### config.mk
export PLATFORM = sky130hd
export DESIGN_NAME = ascii_integer_parser_core_flat
export DESIGN_NICKNAME = d
export VERILOG_FILES = /design/src/sv/aip_pkg.sv /design/src/sv/aip_char_if.sv /design/src/sv/aip_result_if.sv /design/src/sv/aip_front.sv /design/src/sv/aip_queue.sv /design/src/sv/aip_back.sv /design/src/sv/ascii_integer_parser_core.sv /design/src/flat_wrapper.sv
export SDC_FILE = /design/constraint.sdc
export NUM_CORES = 1
export LEC_CHECK = 0
export BUFFER_PORTS_ARGS = -buffer_cell sky130_fd_sc_hd__buf_2
export CORE_MARGIN = 4
export CORE_UTILIZATION = 55
export CTS_BUF_LIST = sky130_fd_sc_hd__clkbuf_8
export CTS_CLUSTER_DIAMETER = 150
export DETAILED_ROUTE_END_ITERATION = 6
export HOLD_SLACK_MARGIN = 0.15
export PLACE_DENSITY = 0.82
export SYNTH_ARGS = -nofsm -noshare
export SYNTH_HDL_FRONTEND = slang
export SYNTH_HIERARCHICAL = 1
export SYNTH_SLANG_ARGS = --single-unit
### constraint.sdc
create_clock -name clk -period 9.8 [get_ports clk]
set_input_delay 0.98 -clock clk [delete_from_list [all_inputs] [get_ports clk]]
set_output_delay 0.98 -clock clk [all_outputs]
set_load 0.01 [all_outputs]
### src/sv/aip_pkg.sv
`default_nettype none
package aip_pkg;

  localparam int MAX_CHARS_DEFAULT = 256;
  localparam int BASE_W            = 6;
  localparam int DIGIT_W           = 6;
  localparam int VALUE_W           = 64;
  localparam int COUNT_OUT_W       = 9;
  localparam int QUEUE_DEPTH       = 4;
  localparam int APB_ADDR_W        = 3;
  localparam int APB_DATA_W        = 32;

  // register word index (paddr above the byte offset)
  localparam logic [APB_ADDR_W-3:0] REG_NUMBER_BASE = '0;

  localparam logic [BASE_W-1:0] BASE_RESET = 6'd10;
  localparam logic [BASE_W-1:0] BASE_AUTO  = 6'd0;
  localparam logic [BASE_W-1:0] RADIX_8    = 6'd8;
  localparam logic [BASE_W-1:0] RADIX_10   = 6'd10;
  localparam logic [BASE_W-1:0] RADIX_16   = 6'd16;

  localparam logic [7:0] CH_SPACE   = 8'h20;
  localparam logic [7:0] CH_TAB     = 8'h09;
  localparam logic [7:0] CH_LF      = 8'h0A;
  localparam logic [7:0] CH_VT      = 8'h0B;
  localparam logic [7:0] CH_FF      = 8'h0C;
  localparam logic [7:0] CH_CR      = 8'h0D;
  localparam logic [7:0] CH_PLUS    = 8'h2B;
  localparam logic [7:0] CH_MINUS   = 8'h2D;
  localparam logic [7:0] CH_ZERO    = 8'h30;
  localparam logic [7:0] CH_NINE    = 8'h39;
  localparam logic [7:0] CH_UPPER_A = 8'h41;
  localparam logic [7:0] CH_UPPER_X = 8'h58;
  localparam logic [7:0] CH_UPPER_Z = 8'h5A;
  localparam logic [7:0] CH_LOWER_A = 8'h61;
  localparam logic [7:0] CH_LOWER_X = 8'h78;
  localparam logic [7:0] CH_LOWER_Z = 8'h7A;
  localparam logic [7:0] LETTER_OFS = 8'd10;

  typedef enum logic [2:0] {
    PH_SPACE,
    PH_LEAD,
    PH_ZERO,
    PH_DIGITS,
    PH_DONE
  } phase_t;

  typedef struct packed {
    logic               last;
    logic               blank;
    logic               sign;
    logic               minus;
    logic               zero;
    logic               xmark;
    logic               alnum;
    logic [DIGIT_W-1:0] dval;
  } char_class_t;

endpackage
`default_nettype wire

### src/sv/aip_char_if.sv
`default_nettype none
interface aip_char_if;
  logic       valid;
  logic       ready;
  logic [7:0] char_code;
  logic       last_char;

  modport source (output valid, output char_code, output last_char, input ready);
  modport sink (input valid, input char_code, input last_char, output ready);
endinterface
`default_nettype wire

### src/sv/aip_result_if.sv
`default_nettype none
interface aip_result_if;
  logic               valid;
  logic               ready;
  logic signed [63:0] parsed_value;
  logic [8:0]         chars_consumed;
  logic               overflow_seen;

  modport source (output valid, output parsed_value, output chars_consumed,
                  output overflow_seen, input ready);
  modport sink (input valid, input parsed_value, input chars_consumed,
                input overflow_seen, output ready);
endinterface
`default_nettype wire

### src/sv/aip_front.sv
`default_nettype none
module aip_front (
  aip_char_if.sink            in_ch,
  output logic                push_valid,
  output aip_pkg::char_class_t push_data,
  input  logic                push_ready
);
  import aip_pkg::*;

  logic [7:0] c;
  logic [7:0] ofs;
  logic       is_num;
  logic       is_lower;
  logic       is_upper;

  assign c          = in_ch.char_code;
  assign in_ch.ready = push_ready;
  assign push_valid = in_ch.valid;

  assign is_num   = (c >= CH_ZERO) && (c <= CH_NINE);
  assign is_lower = (c >= CH_LOWER_A) && (c <= CH_LOWER_Z);
  assign is_upper = (c >= CH_UPPER_A) && (c <= CH_UPPER_Z);

  always_comb begin
    ofs = 8'd0;
    priority if (is_num) begin
      ofs = c - CH_ZERO;
    end else if (is_lower) begin
      ofs = c - CH_LOWER_A + LETTER_OFS;
    end else if (is_upper) begin
      ofs = c - CH_UPPER_A + LETTER_OFS;
    end else begin
      ofs = 8'd0;
    end
  end

  always_comb begin
    push_data.last  = in_ch.last_char;
    push_data.blank = (c == CH_SPACE) || (c == CH_TAB) || (c == CH_LF) ||
                      (c == CH_CR) || (c == CH_FF) || (c == CH_VT);
    push_data.sign  = (c == CH_PLUS) || (c == CH_MINUS);
    push_data.minus = (c == CH_MINUS);
    push_data.zero  = (c == CH_ZERO);
    push_data.xmark = (c == CH_LOWER_X) || (c == CH_UPPER_X);
    push_data.alnum = is_num || is_lower || is_upper;
    push_data.dval  = ofs[DIGIT_W-1:0];
  end

endmodule
`default_nettype wire

### src/sv/aip_queue.sv
`default_nettype none
module aip_queue (
  input  logic                 clk,
  input  logic                 rst,
  input  logic                 push_valid,
  input  aip_pkg::char_class_t push_data,
  output logic                 push_ready,
  output logic                 pop_valid,
  output aip_pkg::char_class_t pop_data,
  input  logic                 pop_ready
);
  import aip_pkg::*;

  localparam int PTR_W = $clog2(QUEUE_DEPTH);
  localparam int CNT_W = $clog2(QUEUE_DEPTH + 1);

  char_class_t      slots [QUEUE_DEPTH];
  logic [PTR_W-1:0] wr_ptr;
  logic [PTR_W-1:0] rd_ptr;
  logic [CNT_W-1:0] fill;
  logic             do_push;
  logic             do_pop;

  assign push_ready = (fill != CNT_W'(QUEUE_DEPTH));
  assign pop_valid  = (fill != '0);
  assign pop_data   = slots[rd_ptr];
  assign do_push    = push_valid && push_ready;
  assign do_pop     = pop_valid && pop_ready;

  always_ff @(posedge clk) begin
    if (do_push) begin
      slots[wr_ptr] <= push_data;
    end
  end

  always_ff @(posedge clk) begin
    if (rst) begin
      wr_ptr <= '0;
      rd_ptr <= '0;
      fill   <= '0;
    end else begin
      if (do_push) begin
        wr_ptr <= (wr_ptr == PTR_W'(QUEUE_DEPTH - 1)) ? '0 : wr_ptr + 1'b1;
      end
      if (do_pop) begin
        rd_ptr <= (rd_ptr == PTR_W'(QUEUE_DEPTH - 1)) ? '0 : rd_ptr + 1'b1;
      end
      if (do_push && !do_pop) begin
        fill <= fill + 1'b1;
      end else if (do_pop && !do_push) begin
        fill <= fill - 1'b1;
      end
    end
  end

endmodule
`default_nettype wire

### src/sv/aip_back.sv
`default_nettype none
module aip_back #(
  parameter int MAX_CHARS = aip_pkg::MAX_CHARS_DEFAULT
) (
  input  logic                        clk,
  input  logic                        rst,
  input  logic [aip_pkg::BASE_W-1:0]  number_base,
  input  logic                        pop_valid,
  input  aip_pkg::char_class_t        pop_data,
  output logic                        pop_ready,
  aip_result_if.source                out_ch
);
  import aip_pkg::*;

  localparam int CW    = $clog2(MAX_CHARS + 1);
  localparam int MAC_W = VALUE_W + BASE_W;
  localparam logic [CW-1:0] CNT_MAX = CW'(MAX_CHARS);

  phase_t              phase;
  phase_t              phase_next;
  logic                minus;
  logic                minus_next;
  logic [BASE_W-1:0]   radix;
  logic [BASE_W-1:0]   radix_next;
  logic [VALUE_W-1:0]  acc;
  logic [VALUE_W-1:0]  acc_next;
  logic [CW-1:0]       cnt;
  logic [CW-1:0]       cnt_next;
  logic                wrap;
  logic                wrap_next;

  char_class_t         cls;
  logic [1:0]          add;
  logic                take_digit;
  logic                done;
  logic [MAC_W-1:0]    mac;
  logic [CW:0]         cnt_sum;
  logic                fire;

  logic                out_valid;
  logic [VALUE_W-1:0]  out_value;
  logic [COUNT_OUT_W-1:0] out_count;
  logic                out_wrap;

  assign cls       = pop_data;
  assign pop_ready = !out_valid || out_ch.ready;
  assign fire      = pop_valid && pop_ready;

  // one character step; done marks an early return from the step
  always_comb begin
    phase_next = phase;
    minus_next = minus;
    radix_next = radix;
    add        = 2'd0;
    take_digit = 1'b0;
    done       = 1'b0;

    if (phase == PH_SPACE) begin
      if (cls.blank) begin
        add  = 2'd1;
        done = 1'b1;
      end else begin
        phase_next = PH_LEAD;
        if (cls.sign) begin
          minus_next = cls.minus;
          add        = 2'd1;
          done       = 1'b1;
        end
      end
    end

    if (!done && phase_next == PH_LEAD) begin
      if (number_base == BASE_AUTO) begin
        if (cls.zero) begin
          radix_next = RADIX_8;
          phase_next = PH_ZERO;
          done       = 1'b1;
        end else begin
          radix_next = RADIX_10;
        end
      end else if (number_base == RADIX_16 && cls.zero) begin
        radix_next = RADIX_16;
        phase_next = PH_ZERO;
        done       = 1'b1;
      end else begin
        radix_next = number_base;
      end
      if (!done) begin
        phase_next = PH_DIGITS;
      end
    end

    // pending '0': an x completes the hex prefix, otherwise the '0' was a digit
    if (!done && phase_next == PH_ZERO) begin
      phase_next = PH_DIGITS;
      if (cls.xmark) begin
        radix_next = RADIX_16;
        add        = 2'd2;
        done       = 1'b1;
      end else begin
        add = 2'd1;
      end
    end

    if (!done && phase_next == PH_DIGITS) begin
      if (!cls.alnum || cls.dval >= radix_next || radix_next == '0) begin
        phase_next = PH_DONE;
      end else begin
        take_digit = 1'b1;
        add        = add + 2'd1;
      end
    end

    // string ends on a pending '0'
    if (cls.last && phase_next == PH_ZERO) begin
      add = add + 2'd1;
    end
  end

  always_comb begin
    mac       = MAC_W'(acc) * MAC_W'(radix_next) + MAC_W'(cls.dval);
    acc_next  = take_digit ? mac[VALUE_W-1:0] : acc;
    wrap_next = wrap || (take_digit && (|mac[MAC_W-1:VALUE_W]));
    cnt_sum   = {1'b0, cnt} + (CW + 1)'(add);
    cnt_next  = (cnt_sum > (CW + 1)'(MAX_CHARS)) ? CNT_MAX : cnt_sum[CW-1:0];
  end

  always_ff @(posedge clk) begin
    if (rst) begin
      phase <= PH_SPACE;
      minus <= 1'b0;
      radix <= '0;
      acc   <= '0;
      cnt   <= '0;
      wrap  <= 1'b0;
    end else if (fire) begin
      if (cls.last) begin
        phase <= PH_SPACE;
        minus <= 1'b0;
        radix <= '0;
        acc   <= '0;
        cnt   <= '0;
        wrap  <= 1'b0;
      end else begin
        phase <= phase_next;
        minus <= minus_next;
        radix <= radix_next;
        acc   <= acc_next;
        cnt   <= cnt_next;
        wrap  <= wrap_next;
      end
    end
  end

  always_ff @(posedge clk) begin
    if (rst) begin
      out_valid <= 1'b0;
    end else if (fire && cls.last) begin
      out_valid <= 1'b1;
    end else if (out_ch.ready) begin
      out_valid <= 1'b0;
    end
  end

  always_ff @(posedge clk) begin
    if (fire && cls.last) begin
      out_value <= minus_next ? (VALUE_W'(0) - acc_next) : acc_next;
      out_count <= COUNT_OUT_W'(cnt_next);
      out_wrap  <= wrap_next;
    end
  end

  assign out_ch.valid          = out_valid;
  assign out_ch.parsed_value   = out_value;
  assign out_ch.chars_consumed = out_count;
  assign out_ch.overflow_seen  = out_wrap;

endmodule
`default_nettype wire

### src/sv/ascii_integer_parser_core.sv
// ascii_integer_parser_core: streaming string-to-integer converter.
// Input channel in_ch carries one character per beat (char_code, last_char).
// Leading blanks and one sign are skipped, the radix comes from number_base
// (0 picks it from a 0x / 0 prefix), and digits accumulate until the first
// character that is not a digit of the radix. Output channel out_ch carries
// one beat per string, after the beat with last_char set: the signed 64-bit
// value (wrapping), the consumed character count and the overflow flag.
// Throughput: one character per cycle while out_ch is not stalled; the front
// classifies each character and the back does one 64x6 multiply-add per cycle on
// the accumulator. The last character passes through the four-entry queue between
// front and back; once the back takes it, out_ch.valid is registered, and each
// character still queued ahead of it delays the result. When out_ch stalls, the
// back holds its result and the queue keeps taking up to four more characters
// before in_ch.ready drops. number_base is written over APB (byte address 0,
// reset 10); the user must write it only while the block is idle, which the
// block itself does not enforce. Synchronous reset clears the queue, the parse
// state and the output register; number_base returns to 10.
`default_nettype none
module ascii_integer_parser_core #(
  parameter int MAX_CHARS = aip_pkg::MAX_CHARS_DEFAULT
) (
  input  logic                             clk,
  input  logic                             rst,
  input  logic                             psel,
  input  logic                             penable,
  input  logic                             pwrite,
  input  logic [aip_pkg::APB_ADDR_W-1:0]   paddr,
  input  logic [aip_pkg::APB_DATA_W-1:0]   pwdata,
  output logic [aip_pkg::APB_DATA_W-1:0]   prdata,
  output logic                             pready,
  aip_char_if.sink                         in_ch,
  aip_result_if.source                     out_ch
);
  import aip_pkg::*;

  logic [BASE_W-1:0] number_base;
  logic              reg_hit;
  logic              cfg_write;
  logic              push_valid;
  logic              push_ready;
  char_class_t       push_data;
  logic              pop_valid;
  logic              pop_ready;
  char_class_t       pop_data;

  assign pready    = 1'b1;
  assign reg_hit   = (paddr[APB_ADDR_W-1:2] == REG_NUMBER_BASE);
  assign cfg_write = psel && penable && pwrite && pready && reg_hit;
  assign prdata    = reg_hit ? APB_DATA_W'(number_base) : '0;

  always_ff @(posedge clk) begin
    if (rst) begin
      number_base <= BASE_RESET;
    end else if (cfg_write) begin
      number_base <= pwdata[BASE_W-1:0];
    end
  end

  aip_front u_front (
    .in_ch      (in_ch),
    .push_valid (push_valid),
    .push_data  (push_data),
    .push_ready (push_ready)
  );

  aip_queue u_queue (
    .clk        (clk),
    .rst        (rst),
    .push_valid (push_valid),
    .push_data  (push_data),
    .push_ready (push_ready),
    .pop_valid  (pop_valid),
    .pop_data   (pop_data),
    .pop_ready  (pop_ready)
  );

  aip_back #(
    .MAX_CHARS (MAX_CHARS)
  ) u_back (
    .clk         (clk),
    .rst         (rst),
    .number_base (number_base),
    .pop_valid   (pop_valid),
    .pop_data    (pop_data),
    .pop_ready   (pop_ready),
    .out_ch      (out_ch)
  );

endmodule
`default_nettype wire

### src/flat_wrapper.sv
// flat-port wrapper written by rule: the top's interface ports become plain ports
module ascii_integer_parser_core_flat import aip_pkg::*;
#(
  parameter int MAX_CHARS = aip_pkg::MAX_CHARS_DEFAULT
)
  (clk, rst, psel, penable, pwrite, paddr, pwdata, prdata, pready, in_ch_valid, in_ch_char_code, in_ch_last_char, in_ch_ready, out_ch_valid, out_ch_parsed_value, out_ch_chars_consumed, out_ch_overflow_seen, out_ch_ready);
  aip_char_if in_ch_i ();
  aip_result_if out_ch_i ();
  input  logic clk;
  input  logic rst;
  input  logic psel;
  input  logic penable;
  input  logic pwrite;
  input  logic [aip_pkg::APB_ADDR_W-1:0] paddr;
  input  logic [aip_pkg::APB_DATA_W-1:0] pwdata;
  output logic [aip_pkg::APB_DATA_W-1:0] prdata;
  output logic pready;
  input wire logic [$bits(in_ch_i.valid)-1:0] in_ch_valid;
  input wire logic [$bits(in_ch_i.char_code)-1:0] in_ch_char_code;
  input wire logic [$bits(in_ch_i.last_char)-1:0] in_ch_last_char;
  output wire logic [$bits(in_ch_i.ready)-1:0] in_ch_ready;
  output wire logic [$bits(out_ch_i.valid)-1:0] out_ch_valid;
  output wire logic [$bits(out_ch_i.parsed_value)-1:0] out_ch_parsed_value;
  output wire logic [$bits(out_ch_i.chars_consumed)-1:0] out_ch_chars_consumed;
  output wire logic [$bits(out_ch_i.overflow_seen)-1:0] out_ch_overflow_seen;
  input wire logic [$bits(out_ch_i.ready)-1:0] out_ch_ready;
  assign in_ch_i.valid = in_ch_valid;
  assign in_ch_i.char_code = in_ch_char_code;
  assign in_ch_i.last_char = in_ch_last_char;
  assign in_ch_ready = in_ch_i.ready;
  assign out_ch_valid = out_ch_i.valid;
  assign out_ch_parsed_value = out_ch_i.parsed_value;
  assign out_ch_chars_consumed = out_ch_i.chars_consumed;
  assign out_ch_overflow_seen = out_ch_i.overflow_seen;
  assign out_ch_i.ready = out_ch_ready;
  ascii_integer_parser_core #(.MAX_CHARS(MAX_CHARS)) u_core (.clk(clk), .rst(rst), .psel(psel), .penable(penable), .pwrite(pwrite), .paddr(paddr), .pwdata(pwdata), .prdata(prdata), .pready(pready), .in_ch(in_ch_i), .out_ch(out_ch_i));
endmodule
[After elaboration in Yosys (flattened, before gate mapping)]
Memory sizes are Yosys's and may differ from the RTL's. A register that Yosys moved wholly into a read port is not among the register bits.
Index checks and enable logic that the tools add are counted.
Word-level totals
  bits of input ports: 51
  bits in writable memories: 52
  register bits after elaboration: 172
  memories kept: 1
Operators by class
  $add $sub $neg: 14
  mux-type cells: 62
  reductions and logical operators: 44
  eq/ne operators: 19
  $lt $le $gt $ge: 8
  multipliers: 1
  bitwise operators: 1
Memory list
  u_core.u_queue.slots: words 4, width 13, rd ports 1, clocked after memory_dff 1, write ports 1, RTL line aip_queue.sv:17  | char_class_t slots [QUEUE_DEPTH];
Operators with widths (number)
  $mux 64: 3
  $add 70x6->70: 1
  $mul 64x6->70: 1
  $sub 1x64->64 const A: 1
  $mux 6: 10
  $eq 8x4->1 const B: 5
  $mux 3: 13
  $eq 8x6->1 const B: 4
  $mux 1: 24
  $mux 2: 10
  $mux 9: 2
  $logic_and 1x1->1: 17
  $eq 8x7->1 const B: 2
  $ge 8x7->1 const B: 2
  $le 8x7->1 const B: 2
  $logic_or 1x1->1: 13
  $add 6x4->6 const B: 2
  $logic_not 6->1: 2
  $sub 6x6->6 const B: 2
  $add 9x2->10: 1
  $gt 10x9->1 const B: 1
  $eq 3x2->1 const B: 3
  $add 2x1->2 const B: 4
  $ge 8x6->1 const B: 1
  15 further kinds: 23

[Longest topological paths before layout]
  depth in word-level cells: 23
  mapped depth: 33

[Hierarchy]
Netlist, hierarchy kept.
Modules (own cells, without submodules)
  aip_back: area each 22228.8 sq um, cells an instance 2530, instances 1
  aip_queue: area each 2349.8 sq um, cells an instance 115, instances 1
  aip_front: area each 549.3 sq um, cells an instance 82, instances 1
  ascii_integer_parser_core: area each 533.0 sq um, cells an instance 62, instances 1

[Worst setup path after synthesis]
No wires, ideal clock.
  kind: register -> register
  start point: register (tool-made name)
  end point: register u_core.u_back.out_value[59] (netlist: u_core/u_back/out_ch.parsed_value[59]) (data pin)
  setup time: 271 ps
  arrival: 7952 ps
  slack: 1577 ps
  required time: 9529 ps
  cell stages (with the launch flop): 31
  cells stage by stage: dfxtp_1 buf_4 mux4_2 nor2_1 o21a_1 buf_1 o21ai_0 a21oi_1 clkbuf_1 clkbuf_1 nand2_1 fa_1 fa_1 inv_1 fa_1 inv_1 fa_1 inv_1 ha_1 o211ai_1 o211ai_1 nand3_1 a2111oi_1 o311ai_1 a21oi_1 mux2i_1 o311ai_1 or3_1 nor4_2 a31oi_1 xor2_1
RTL lines
  end signal: assignment: RTL line aip_back.sv:167  | out_value <= minus_next ? (VALUE_W'(0) - acc_next) : acc_next;
  end: declaration: RTL line aip_back.sv:41  | logic [VALUE_W-1:0] out_value;

==> flow_metrics.env <==
export IMPL_criticalPathCategory="register to register"
export IMPL_cpMaxStageDelayCell="mux4_2"
export IMPL_grt_pass1_vias=21900
export IMPL_combPwrFrac=0.499
export IMPL_gp_congestion=0.996
export IMPL_switching_share=0.477
export IMPL_setup_viol=0
export IMPL_p_leak_nw=12.3
export IMPL_fp_dieH_um=224
export IMPL_dpl_cell_area_um2=26500
export IMPL_fin_crit_sh=0.952
export IMPL_drc=0
export IMPL_cts_made_buffers=42
export IMPL_worstSkewPairLatency_ns=0.63
export IMPL_std_cell_rows=78
export IMPL_ys_flop_type="edfxtp_1"
export IMPL_drtIter0Drc=1944
export IMPL_crit_family="simple AND/OR/NAND/NOR gates"
export IMPL_htree_levels=2
export IMPL_core_um2=45800
export IMPL_drtAntennaViolNets=0
export IMPL_overflow=0
export IMPL_clockBufferDepth=3
export IMPL_worst_pin_slew_ns=1.15
export IMPL_cp_end_kind="register"
export IMPL_relSlewSlack=0.232
export IMPL_io_buffers=104
export IMPL_instances_no_fill=3440
export IMPL_tns_ns=0
export IMPL_dieWidth_um=224
export IMPL_layout_commonest_cell="and2_1"
export IMPL_cts_tree="yes"
export IMPL_synth_async_reset_ratio=0
export IMPL_cp_start_kind="register"
export IMPL_final_cell_mix="363 x and2_1, 254 x fa_1, 250 x nor2_1, 209 x nand2_1, 170 x ha_1"
export IMPL_finalHoldViolCount=0
export IMPL_cts_sinks=226
export IMPL_cts_clk_slew_worst_paths_ns=0.06
export IMPL_synth_seq_cells=226
export IMPL_synth_yosys_seq_area_share=0.225
export IMPL_drv_cap=0
export IMPL_grt_usage=0.282
export IMPL_cts_hold_buf=0
export IMPL_clockPowerShare=0.206
export IMPL_drt_wl_total_um=71200
export IMPL_ys_warn_count=6
export IMPL_vias=21400
export IMPL_cp_slowest_stage_delay_ns=0.60
export IMPL_grt_pass1_wl_um=116000
export IMPL_cp_required_ns=10.13
export IMPL_design_area_um2=27300
export IMPL_hpwl_um=53400
export IMPL_synth_cells=2789
export IMPL_power_density_nw_per_um2=165
export IMPL_drv_slew=0
export IMPL_cts_setup_buffers=0
export IMPL_cp_arrival_ns=9.67
export IMPL_nFillCells=3780
export IMPL_finClkSkew_ns=0.0236
export IMPL_fin_total_pwr_mw=4.52
export IMPL_wl_per_cell_um=20.7
export IMPL_internal_power_mw=2.36
export IMPL_cpMostUsedCell="fa_1"
export IMPL_clock_fmax_mhz=107
export IMPL_power_switching_mw=2.15
export IMPL_final_util=0.596
export IMPL_sequentialPowerShare=0.295
export IMPL_crit_buf_inv=2
export IMPL_pin_count=160
export IMPL_min_period_ns=9.33
export IMPL_start_util=0.561
export IMPL_hold_path_class="register to register"
export IMPL_rsz0062_at_grt="no"
export IMPL_firstDrtPassIters=6
export IMPL_layout_drive_gt1_share=0.101
export IMPL_dieArea_um2=50200
export IMPL_crit_fanout=29
export IMPL_synth_distinct_cells=108
export IMPL_vdd_drop_max_uv=368
export IMPL_synth_edff_count=126
export IMPL_area_delta_synth_final_pct=6.40
export IMPL_root_buffer="clkbuf_8"
export IMPL_status="completed"
export IMPL_via_per_inst=6.22
export IMPL_antenna_found_initial=1
export IMPL_antenna_cells=0
export IMPL_grt_max_degree=70
export IMPL_syn_avg_cell_area_um2=9.20
export IMPL_netlist_area_um2=25700
export IMPL_final_nets=3282
export IMPL_place_inst=3363
==> path summary, 6_finish.rpt <==
kind | from | depth (start not counted) | to | slack, ns
min | u_core/u_queue/rd_ptr[0] | 2 | u_core/u_queue/rd_ptr[0] | 0.51
min reg2reg | u_core/u_queue/rd_ptr[0] | 2 | u_core/u_queue/rd_ptr[0] | 0.51
max reg2reg | register | 25 | u_core/u_back/out_ch.parsed_value[59] | 0.47
max | register | 25 | u_core/u_back/out_ch.parsed_value[59] | 0.47
==> state kept, by name (all words and copies together) (netlist names), named ones only <==
signal and count:
u_core/number_base 6, u_core/u_back/radix 6, u_core/u_back/wrap 1, u_core/u_queue/rd_ptr 2, u_core/u_back/out_ch.parsed_value 64, u_core/u_queue/slots 52, u_core/u_queue/wr_ptr 2, u_core/u_back/minus 1
u_core/u_back/out_ch.overflow_seen 1, u_core/u_back/cnt 9, u_core/u_back/acc 64, u_core/u_queue/fill 3, u_core/u_back/out_ch.chars_consumed 9, u_core/u_back/phase 3, u_core/u_back/out_ch.valid 1
==> repair_timing <==
item | 4_1_cts | 5_1_grt
endpoints found under the setup margin | 0 | 3
endpoints found under the hold margin | 0 | 0
resized for setup | 0 | 1
==> synthesized netlist by cell type, drive strengths merged (9+ instances only) <==
cell type,count,share of area
xnor2,71,0.024
mux4,13,0.011
ha,170,0.083
o21ai,114,0.022
nand2b,24,0.0059
nor2b,9,0.0025
fa,254,0.20
nor4,24,0.0072
nand3,45,0.0088
o21a,21,0.0061
inv,116,0.017
o211ai,12,0.0035
a22oi,54,0.016
and2,365,0.089
o31ai,28,0.0098
mux2i,40,0.016
or2,11,0.0029
nand2,211,0.031
or3,26,0.0064
edfxtp,126,0.15
a31oi,26,0.0073
nand4,30,0.0081
buf,73,0.017
dfxtp,100,0.078
a211oi,23,0.0077
a21o,27,0.0079
and3,27,0.0072
xor2,45,0.015
a21oi,160,0.032
nor3,53,0.011
clkbuf,108,0.016
nor2,254,0.037
==> layer usage <==
| metal | global-route usage | vias to the layer above | routed length [µm] |
|---|---|---|---|
| li1 | - | 9672 | - |
| met1 | 0.377 | 10500 | 29000 |
| met2 | 0.464 | 1043 | 33600 |
| met3 | 0.0507 | 214 | 5850 |
| met4 | 0.100 | 2 | 2700 |
| met5 | 0 | - | 14 |
==> worst reg2reg max path, delay by kind of cell, from the launching register on <==
kind	cells	cell delay (ns)
compound gates	8	2.06
xor+xnor	1	0.18
fa+ha+maj	5	2.19
buf+inv	2	0.65
flops	1	0.51
mux	1	0.60
simple gates	8	2.84
==> metrics by stage <==
stage               hold slack, ns  worst slack [ns]
global route                 0.546            0.0357
CTS                          0.508             0.535
finish                       0.515             0.467
detailed placement           0.499             0.572
global placement             0.477             0.766
floorplan                    0.463              1.58
==> cells by family (layout without fill, tap and decap cells) <==
logic type               count (synthesis)  count (layout)  synth area share
multiplexers                            58              58            0.0292
other                                    2              27          0.000293
AND/OR/NAND/NOR                       1119            1119             0.231
adder cells (fa/ha/maj)                424             424             0.281
AO/OA/AOI/OAI                          547             547             0.143
XOR/XNOR                               116             116            0.0396
buffers and inverters                  297             323            0.0501
flip-flops                             226             226             0.225
==> power groups by stage <==
stage / clock network, mW / logic, mW / registers (mW)
after floorplan: 0 / 1.32 / 1.40
after CTS: 0.944 / 2.19 / 1.34
after global routing: 0.990 / 2.39 / 1.35
after global placement: 0 / 2.11 / 1.34
final: 0.929 / 2.26 / 1.33
after detailed placement: 0 / 2.17 / 1.35
==> layout make-up <==
class,instances,area [µm²],share of cell area
clock inverters,35,265,0.00972
multi-input cells,2291,18800,0.687
inverters,116,437,0.0160
well taps,600,751,0.0275
flip-flops and latches,226,5790,0.212
clock buffers,42,578,0.0212
repair buffers,130,718,0.0263
(Power assumes the default switching activity.)
